**src/hdl/nps_pkg.sv**
```systemverilog
// nps_pkg: shared constants and types for the nearest point search table.
// No dependencies; used by every module in hdl/.
package nps_pkg;

   localparam int NODE_ID_W      = 8;
   localparam int COORD_W        = 24;
   localparam int MAX_NODES_DEF  = 256;
   localparam int COORD_BITS_DEF = 24;

   typedef enum logic [0:0] {
      CMD_REGISTER = 1'b0,
      CMD_QUERY    = 1'b1
   } cmd_type;

   // controller -> datapath
   typedef struct packed {
      logic wr_en;     // write req_ item into table
      logic start;     // latch query point, clear best
      logic issue;     // push scan address into pipeline
      logic load_rsp;  // copy best into result register
   } ctrl_cmd_type;

   // datapath -> controller
   typedef struct packed {
      logic pipe_empty;  // no table entry in flight
   } dp_status_type;

endpackage

```
**src/hdl/nps_ctrl.sv**
```systemverilog
// nps_ctrl: sequencer for register and query items, scan counter, result valid.
// Depends on nps_pkg.
module nps_ctrl #(
   parameter int MAX_NODES = nps_pkg::MAX_NODES_DEF,
   localparam int IDX_W = $clog2(MAX_NODES)
) (
   input  logic                  clock,
   input  logic                  reset,
   input  logic                  req_valid,
   output logic                  req_ready,
   input  logic                  req_command,
   output logic                  rsp_valid,
   input  logic                  rsp_ready,
   input  nps_pkg::dp_status_type status,
   output nps_pkg::ctrl_cmd_type cmd,
   output logic [IDX_W-1:0]      scan_addr
);

   typedef enum logic [1:0] {
      ST_IDLE,
      ST_SCAN,
      ST_DRAIN
   } state_type;

   state_type        state_ff, state_in;
   logic [IDX_W-1:0] addr_ff, addr_in;
   logic             rsp_valid_ff, rsp_valid_in;
   logic             accept;
   logic             last_addr;
   logic             can_load;

   assign req_ready = (state_ff == ST_IDLE);
   assign accept    = req_valid && req_ready;
   assign last_addr = (addr_ff == IDX_W'(MAX_NODES - 1));
   assign can_load  = status.pipe_empty && (!rsp_valid_ff || rsp_ready);

   always_comb begin
      state_in     = state_ff;
      addr_in      = addr_ff;
      rsp_valid_in = rsp_valid_ff && !rsp_ready;
      cmd          = '0;
      case (state_ff)
         ST_IDLE: begin
            if (accept && req_command == nps_pkg::CMD_QUERY) begin
               cmd.start = 1'b1;
               addr_in   = '0;
               state_in  = ST_SCAN;
            end else if (accept) begin
               cmd.wr_en = 1'b1;
            end
         end
         ST_SCAN: begin
            cmd.issue = 1'b1;
            addr_in   = addr_ff + IDX_W'(1);
            if (last_addr) begin
               state_in = ST_DRAIN;
            end
         end
         ST_DRAIN: begin
            if (can_load) begin
               cmd.load_rsp = 1'b1;
               rsp_valid_in = 1'b1;
               state_in     = ST_IDLE;
            end
         end
         default: begin
            state_in = ST_IDLE;
         end
      endcase
   end

   always_ff @(posedge clock) begin
      if (reset) begin
         state_ff     <= ST_IDLE;
         addr_ff      <= '0;
         rsp_valid_ff <= 1'b0;
      end else begin
         state_ff     <= state_in;
         addr_ff      <= addr_in;
         rsp_valid_ff <= rsp_valid_in;
      end
   end

   assign rsp_valid = rsp_valid_ff;
   assign scan_addr = addr_ff;

endmodule

```
**config.mk**
```make
export PLATFORM = sky130hd
export DESIGN_NAME = nps_ctrl
export DESIGN_NICKNAME = d
export VERILOG_FILES = /design/src/hdl/nps_pkg.sv /design/src/hdl/nps_ctrl.sv
export SDC_FILE = /design/constraint.sdc
export NUM_CORES = 1
export LEC_CHECK = 0
export BUFFER_PORTS_ARGS = -buffer_cell sky130_fd_sc_hd__clkbuf_2
export CORE_MARGIN = 2
export CORE_UTILIZATION = 41
export DETAILED_ROUTE_END_ITERATION = 10
export GPL_TIMING_DRIVEN = 0
export HOLD_SLACK_MARGIN = 0.12
export PLACE_DENSITY = 0.66
export SLEW_MARGIN = 20
export SYNTH_ARGS = -nofsm -noshare
export SYNTH_HDL_FRONTEND = slang
export SYNTH_SLANG_ARGS = --single-unit
export TNS_END_PERCENT = 50
```
**constraint.sdc**
```tcl
create_clock -name clock -period 1.25 [get_ports clock]
set_input_delay 0.0625 -clock clock [delete_from_list [all_inputs] [get_ports clock]]
set_output_delay 0.0625 -clock clock [all_outputs]
set_load 0.01 [all_outputs]
```
Word-level counts from Yosys, hierarchy flattened
Cells that the tools add are included.
{"block": "totals", "register_bits": 11, "in_bits": 6, "wordCells": 36}
{"block": "classes", "n_reduce_logical": 11, "mux": 15, "n_addsub": 1, "eq_ne": 6}
{"cell": "$pmux 8 s2", "n": 1}
{"cell": "$add 8x1->8 const B", "n": 1}
{"cell": "$eq 8x8->1 const B", "n": 1}
{"cell": "$mux 1", "n": 8}
{"cell": "$mux 2", "n": 4}
{"cell": "$mux 8", "n": 1}
{"cell": "$pmux 2 s3", "n": 1}
{"cell": "$logic_and 1x1->1", "n": 4}
{"cell": "$ne 2x2->1 const B", "n": 2}
{"cell": "$reduce_and 3->1", "n": 1}
{"cell": "$eq 2x1->1 const B", "n": 1}
{"cell": "$eq 2x2->1 const B", "n": 1}
{"cell": "$logic_not 1->1", "n": 2}
{"cell": "$logic_not 2->1", "n": 1}
{"cell": "$ne 2x1->1 const B", "n": 1}
{"cell": "$reduce_and 2->1", "n": 1}
{"cell": "$reduce_bool 2->1", "n": 1}
{"cell": "$logic_or 1x1->1", "n": 1}

Longest topological paths before layout
Gate-level depths: netlist of the first run.
{"block": "depth", "ltp_word": 5, "ltp_mapped": 4}

Worst setup path after synthesis of the first run
No wires, ideal clock.
{"block": "synth_timing", "path_type": "register to register", "startpoint": "register addr_ff[0] (netlist: scan_addr[0])", "endpoint": "register addr_ff[6] (netlist: scan_addr[6])", "path_buffers": 0, "arrival_ps": 1412, "setup_time_ps": 71, "slack_ps": -233, "required_ps": 1179, "path_stages_with_launch": 5, "cell_sequence": "dfxtp_1 > ha_1 > nand3_1 > or4_1 > a21oi_1"}
{"block": "synth_between", "elab_chain_cells": 2}
{"item": "from (decl)", "line": "nps_ctrl.sv:26", "rtl": "logic [IDX_W-1:0] addr_ff, addr_in;"}
{"item": "from (signal assigned)", "line": "nps_ctrl.sv:79", "rtl": "addr_ff <= addr_in;"}
{"item": "$add 8x1->8", "line": "nps_ctrl.sv:54", "rtl": "addr_in = addr_ff + IDX_W'(1);"}
{"item": "$pmux 8 s2", "line": "nps_ctrl.sv:42", "rtl": "case (state_ff)"}
Every way passes these cells.
A chain may end at the register's enable or synchronous reset.

Worst setup path after layout of the first run
Ends and elaborated chain as after synthesis.

==> results.tsv, run 1 <==
stage	metric	value	unit
finish	final_common_cell	clkbuf_2	
timing	hold_viol_final	0	
pwr	leakage	0.348	nW
detailed_routing	drtIter0Drc	15	
detailed_routing	drc	0	
pwr	p_per_area	832	mW/mm2
pwr	vdd_drop_max	0.000623	V
synth	synth_sequential_area_ratio	38.8	%
setup_path	cp.required	1.45	ns
setup_path	critPathArrivalTime	1.49	ns
finish	n_antenna_cell	0	
clocking	numCtsBuffers	3	
synth	synth_top_family_by_area	simple AND/OR/NAND/NOR gates	
pwr	clkPwrFrac	34.9	%
detailed_routing	wl_per_cell	13.4	um
run	drv_cap	0	
timing	whs	0.228	ns
pwr	internal-power	526	uW
synth	synth_cell_types	29	
setup_path	critPathMaxFanout	5	
setup_path	start_kind	flop	
clocking	insertion_delay	0.27	ns
pwr	p_comb_share	15.6	%
setup_path	critPathCaptureType	flop	
synth	synth_nets	74	
floorplanning	pin_count	20	
clocking	clock_sinks	11	
detailed_routing	met2_length	724	um
detailed_routing	wl_met3	96	um
setup_path	worstSetupPathType	reg2reg	
floorplanning	fp.dieW	41.2	um
detailed_routing	vias_per_cell	5.49	
timing	tns	-0.0376	ns
pwr	net-switching-power	196	uW
synth	synth_compound_area_share	24.4	%
place	preCtsSetupSlack	-0.0945	ns
synth	synth_fa_ha_area_share	2.20	%
synth	synth_xor_xnor_area_share	0	%
synth	syn_avg_cell_area	8.48	um2
synth	ys.flop_type	dfxtp_1	
clocking	cts_buffer_depth	2	
floorplanning	core.rowCount	13	
timing	slew_violations	0	
global_route	grt_max_degree	11	
synth	async_flop_share	0	%
floorplanning	start_util	43.7	%
global_route	overflow	0	
clocking	cts.reportedPaths.clkPinSlew	0.08	ns
detailed_routing	dr_total_vias	637	
worst_hold_path	hold_path.class	in2reg	
synth	syn_area	568	um2
synth	synth_area_leader_cell	dfxtp_1	
place	port_buffers	19	
timing	clock.fmax	0.777	GHz
detailed_routing	dr.pass1.iters	4	
synth	synthMuxAreaShare	0	%
floorplanning	die_area	0.00170	mm2
synth	ys_top_cells_by_area	dfxtp_1, a21oi_1, nand3_1, nand2_1, or4_1	
synth	yosysWarnings	0	
timing	fin_worst_skew	0.00764	ns
clocking	tritoncts	yes	
clocking	cts-htree-levels	1	
finish	postLayoutCellArea	868	um2
detailed_routing	wl	1.55	mm
timing	worstMarginPinSlew	0.550	ns
place	postPlaceCellArea	717	um2
floorplanning	core	0.00130	mm2
timing	fin_ws	-0.0376	ns
global_route	grt_pass1_wl	2.08	mm
finish	syn2layout_area_growth	52.9	%
timing	setup_violations	1	
synth	synth-seq-cells	11	
timing	finalCritPeriodShare	103	%
global_route	grt_pass1_vias	504	
run_status	violations	negative setup slack	
pwr	swShare	27.2	%
finish	final_cell_mix	clkbuf_2, nand2_1, buf_4, nand3_1, a21oi_1	
detailed_routing	antenna_left	0	
synth	synth-simple-area-share	29.7	%
finish	nNetsFinal	109	
timing	relSlewSlack	63.3	%
pwr	p_total	722	uW
global_route	track_usage	18.8	%
place	gp_congestion	0.762	
pwr	p_seq_share	49.5	%
global_route	antenna_found_initial	0	
synth	syn_inst	67	
place	hpwl	957	um
clocking	cts_root_buf	clkbuf_4	
timing	period_minus_slack	1.29	ns
synth	synth_edf_count	0	
finish	drive_above_1_share	49.5	%
floorplanning	fp.dieH	41.2	um
run_status	outcome	finished with violations	
timing	rsz0062_at_grt	true	
synth	synth_top_area_share	38.8	%
detailed_routing	met1Wirelength	716	um
detailed_routing	highest_layer	met4	
## per-stage QoR
step / utilization, % / cells
2_1_floorplan: - / 67
3_3_place_gp: 55.1 / 101
3_5_place_dp: 55.1 / 101
4_1_cts: 64.1 / 114
5_1_grt: 66.7 / 116
6_report: 66.7 / 116
## path summary, 6_finish.rpt
kind | startpoint | to | slack, ns | depth (start not counted)
worst max-delay path | scan_addr[0] | scan_addr[6] | -0.04 | 4
worst min-delay path | req_command | state_ff[0] | 0.23 | 4
worst max register to register | scan_addr[0] | scan_addr[6] | -0.04 | 4
worst min register to register | scan_addr[4] | scan_addr[4] | 0.49 | 1
## flip-flops by register name (all words and copies together) (netlist names)
| name | cells |
|---|---|
| scan_addr | 8 |
| state_ff | 2 |
| rsp_valid | 1 |
## cells in the mapped netlist (2+ instances only)
library cell,count
o211ai_1,2
dfxtp_1,11
a21oi_1,7
nor2_1,3
inv_2,2
or4_1,3
nand3_1,7
nand2b_1,3
nand2_1,8
a31oi_1,2
## kinds of logic after synthesis
kind of cell / Yosys count
AO/OA/AOI/OAI: 20
buffers and inverters: 5
AND/OR/NAND/NOR: 30
adder cells (fa/ha/maj): 1
flip-flops: 11
## power by group through the flow
stage          sequential [mW]  combinational, mW  clock, mW
3_5_place_dp             0.372             0.0843          0
2_1_floorplan            0.371             0.0523          0
5_1_grt                  0.358              0.123      0.263
4_1_cts                  0.356              0.107      0.255
6_report                 0.357              0.113      0.252
3_3_place_gp             0.372             0.0827          0
## area by class of cell
| type | count | area, um2 |
|---|---|---|
| Clock buffer | 4 | 26.3 |
| Timing Repair Buffer | 30 | 185 |
| Tap cell | 15 | 18.8 |
| Sequential cell | 11 | 239 |
| Fill cell | 121 | 433 |
| Inverter | 2 | 7.51 |
| Multi-Input combinational cell | 51 | 365 |
| Buffer | 3 | 26.3 |
## metal layers
metal	vias up	global-route usage (%)
li1	323	-
met1	284	25.7
met2	26	28.9
met3	4	4.89
met4	0	4.84
met5	-	0
## critical path, stage by stage, from the launching register on
cell and delay [ns]:
dfxtp_4 0.37, ha_4 0.14, nand3_4 0.09, or4_4 0.48, a21oi_2 0.12
## timing repair
action,in CTS,in global routing
endpoints found under the hold margin,2,0
hold buffers,3,0
endpoints found under the setup margin,5,8
cloned,0,0
pin swaps,3,3
buffers inserted,6,2
gates resized for setup,7,6
(Power assumes the default switching activity.)
==> run 2: changes to the inputs <==
--- a/config.mk
+++ b/config.mk
@@ -11,7 +11,7 @@
 export DETAILED_ROUTE_END_ITERATION = 10
 export GPL_TIMING_DRIVEN = 0
 export HOLD_SLACK_MARGIN = 0.12
-export PLACE_DENSITY = 0.66
+export PLACE_DENSITY = 0.7
 export SLEW_MARGIN = 20
 export SYNTH_ARGS = -nofsm -noshare
 export SYNTH_HDL_FRONTEND = slang
==> constraint.sdc (replaced) <==
create_clock -name clock -period 1.25 [get_ports clock]
set_input_delay 0.3125 -clock clock [delete_from_list [all_inputs] [get_ports clock]]
set_output_delay 0.3125 -clock clock [all_outputs]
set_load 0.01 [all_outputs]
==> run 2 against run 1 <==
The run still ends with negative setup slack left; critical path depth decreased by 1; cell count shrank 3.4%; routed wire length decreased by 1.8%; global-route usage up 1.3 points; largest power group unchanged; flip-flop and latch count stayed put; cell area decreased by 0.43%; clock skew is 0.00068 ns lower.
==> results.tsv, run 2 (same netlist as run 1, synthesis figures left out) <==
stage	metric	value	unit
pwr	p_seq_share	49.7	%
timing	tns	-0.620	ns
timing	period_minus_slack	1.37	ns
timing	clock.fmax	0.732	GHz
pwr	p_comb_share	16.6	%
timing	hold_viol_final	0	
setup_path	critPathArrivalTime	1.05	ns
finish	final_common_cell	clkbuf_2	
pwr	p_per_area	828	mW/mm2
detailed_routing	dr_total_vias	618	
place	port_buffers	19	
finish	nNetsFinal	105	
floorplanning	core	0.00130	mm2
clocking	cts_buffer_depth	2	
finish	largest_register_ffs	8	
detailed_routing	vias_per_cell	5.52	
setup_path	critPathMaxFanout	5	
floorplanning	fp.dieH	41.2	um
clocking	clock_sinks	11	
floorplanning	fp.dieW	41.2	um
timing	slew_violations	0	
global_route	grt_max_degree	11	
floorplanning	pin_count	20	
setup_path	cp.required	0.94	ns
global_route	overflow	0	
timing	setup_violations	8	
global_route	grt_pass1_vias	458	
floorplanning	start_util	43.7	%
finish	final_cell_mix	clkbuf_2, nand2_1, a21oi_1, buf_4, nand3_1	
timing	relSlewSlack	67.5	%
run_status	outcome	finished with violations	
global_route	grt_pass1_wl	2.09	mm
pwr	swShare	26.9	%
detailed_routing	wl_per_cell	13.6	um
timing	whs	0.300	ns
floorplanning	die_area	0.00170	mm2
finish	syn2layout_area_growth	52.2	%
global_route	antenna_found_initial	0	
clocking	numCtsBuffers	3	
timing	rsz0062_at_grt	true	
place	gp_congestion	0.760	
finish	drive_above_1_share	52.6	%
clocking	tritoncts	yes	
pwr	net-switching-power	193	uW
detailed_routing	wl	1.52	mm
detailed_routing	drc	0	
finish	n_antenna_cell	0	
clocking	cts_root_buf	clkbuf_4	
timing	fin_worst_skew	0.00696	ns
timing	fin_ws	-0.116	ns
timing	finalCritPeriodShare	109	%
worst_hold_path	hold_path.class	in2reg	
pwr	leakage	0.337	nW
run_status	violations	negative setup slack	
timing	worstMarginPinSlew	0.487	ns
detailed_routing	drtIter0Drc	19	
setup_path	start_kind	flop	
clocking	insertion_delay	0.27	ns
run	drv_cap	0	
floorplanning	core.rowCount	13	
detailed_routing	dr.pass1.iters	4	
global_route	track_usage	20.0	%
pwr	clkPwrFrac	33.7	%
setup_path	critPathCaptureType	output pin	
place	hpwl	972	um
clocking	cts.reportedPaths.clkPinSlew	0.08	ns
pwr	vdd_drop_max	0.000626	V
setup_path	worstSetupPathType	reg2out	
pwr	internal-power	523	uW
clocking	cts-htree-levels	1	
detailed_routing	antenna_left	0	
finish	fin_util	66.4	%
run 2: cell count changes in the layout (fill, tap and decap cells not counted), sizes merged:
cell / change
clkbuf: -4
clkinv: +1
buf: +2
dlygate4sd3: -3
run 2: per-stage QoR:
stage	area, um2	power [mW]	setup WS, ns	instances
after floorplan	603	0.424	-0.0272	67
after global placement	717	0.455	-0.0721	101
after detailed placement	717	0.456	-0.0633	101
after CTS	785	0.713	-0.200	108
after global routing	865	0.754	-0.167	112
final	865	0.716	-0.116	112
run 2: power groups by stage:
stage | combinational [mW] | clock [mW] | sequential (mW)
floorplan | 0.0523 | 0 | 0.371
global placement | 0.0827 | 0 | 0.372
detailed placement | 0.0843 | 0 | 0.372
CTS | 0.0970 | 0.253 | 0.362
global route | 0.128 | 0.269 | 0.357
finish | 0.119 | 0.241 | 0.356
run 2: path summary, 6_finish.rpt:
path / to / depth (start not counted) / from / slack (ns)
setup / recovery: cmd[2] / 3 / state_ff[0] / -0.12
hold reg to reg: scan_addr[4] / 1 / scan_addr[4] / 0.48
hold / removal: state_ff[1] / 2 / reset / 0.30
setup reg to reg: scan_addr[6] / 4 / scan_addr[1] / -0.10
run 2: repair_timing:
| item | 4_1_cts | 5_1_grt |
|---|---|---|
| cloned | 0 | 0 |
| hold buffers | 0 | 0 |
| setup buffers | 3 | 5 |
| gates resized for setup | 8 | 13 |
| pin swaps | 6 | 6 |
| setup endpoints to repair | 9 | 10 |
run 2: final cells by class:
type | instances | area [um2]
Clock inverter | 1 | 5.00
Buffer | 2 | 15.0
Fill cell | 122 | 437
Tap cell | 15 | 18.8
Inverter | 2 | 12.5
Clock buffer | 3 | 22.5
Timing Repair Buffer | 27 | 165
Sequential cell | 11 | 241
Multi-Input combinational cell | 51 | 384
run 2: worst max-delay path: stages, from the launching register on:
cell and delay, ns:
dfxtp_4 0.36, nand4bb_4 0.24, inv_2 0.09, buf_6 0.10
run 2: routing by layer:
metal | vias to the layer above | global-route usage (%) | wire length (um)
li1 | 315 | - | -
met1 | 288 | 24.8 | 724
met2 | 13 | 30.9 | 722
met3 | 2 | 9.78 | 59
met4 | 0 | 4.84 | 14
met5 | - | 0 | 0
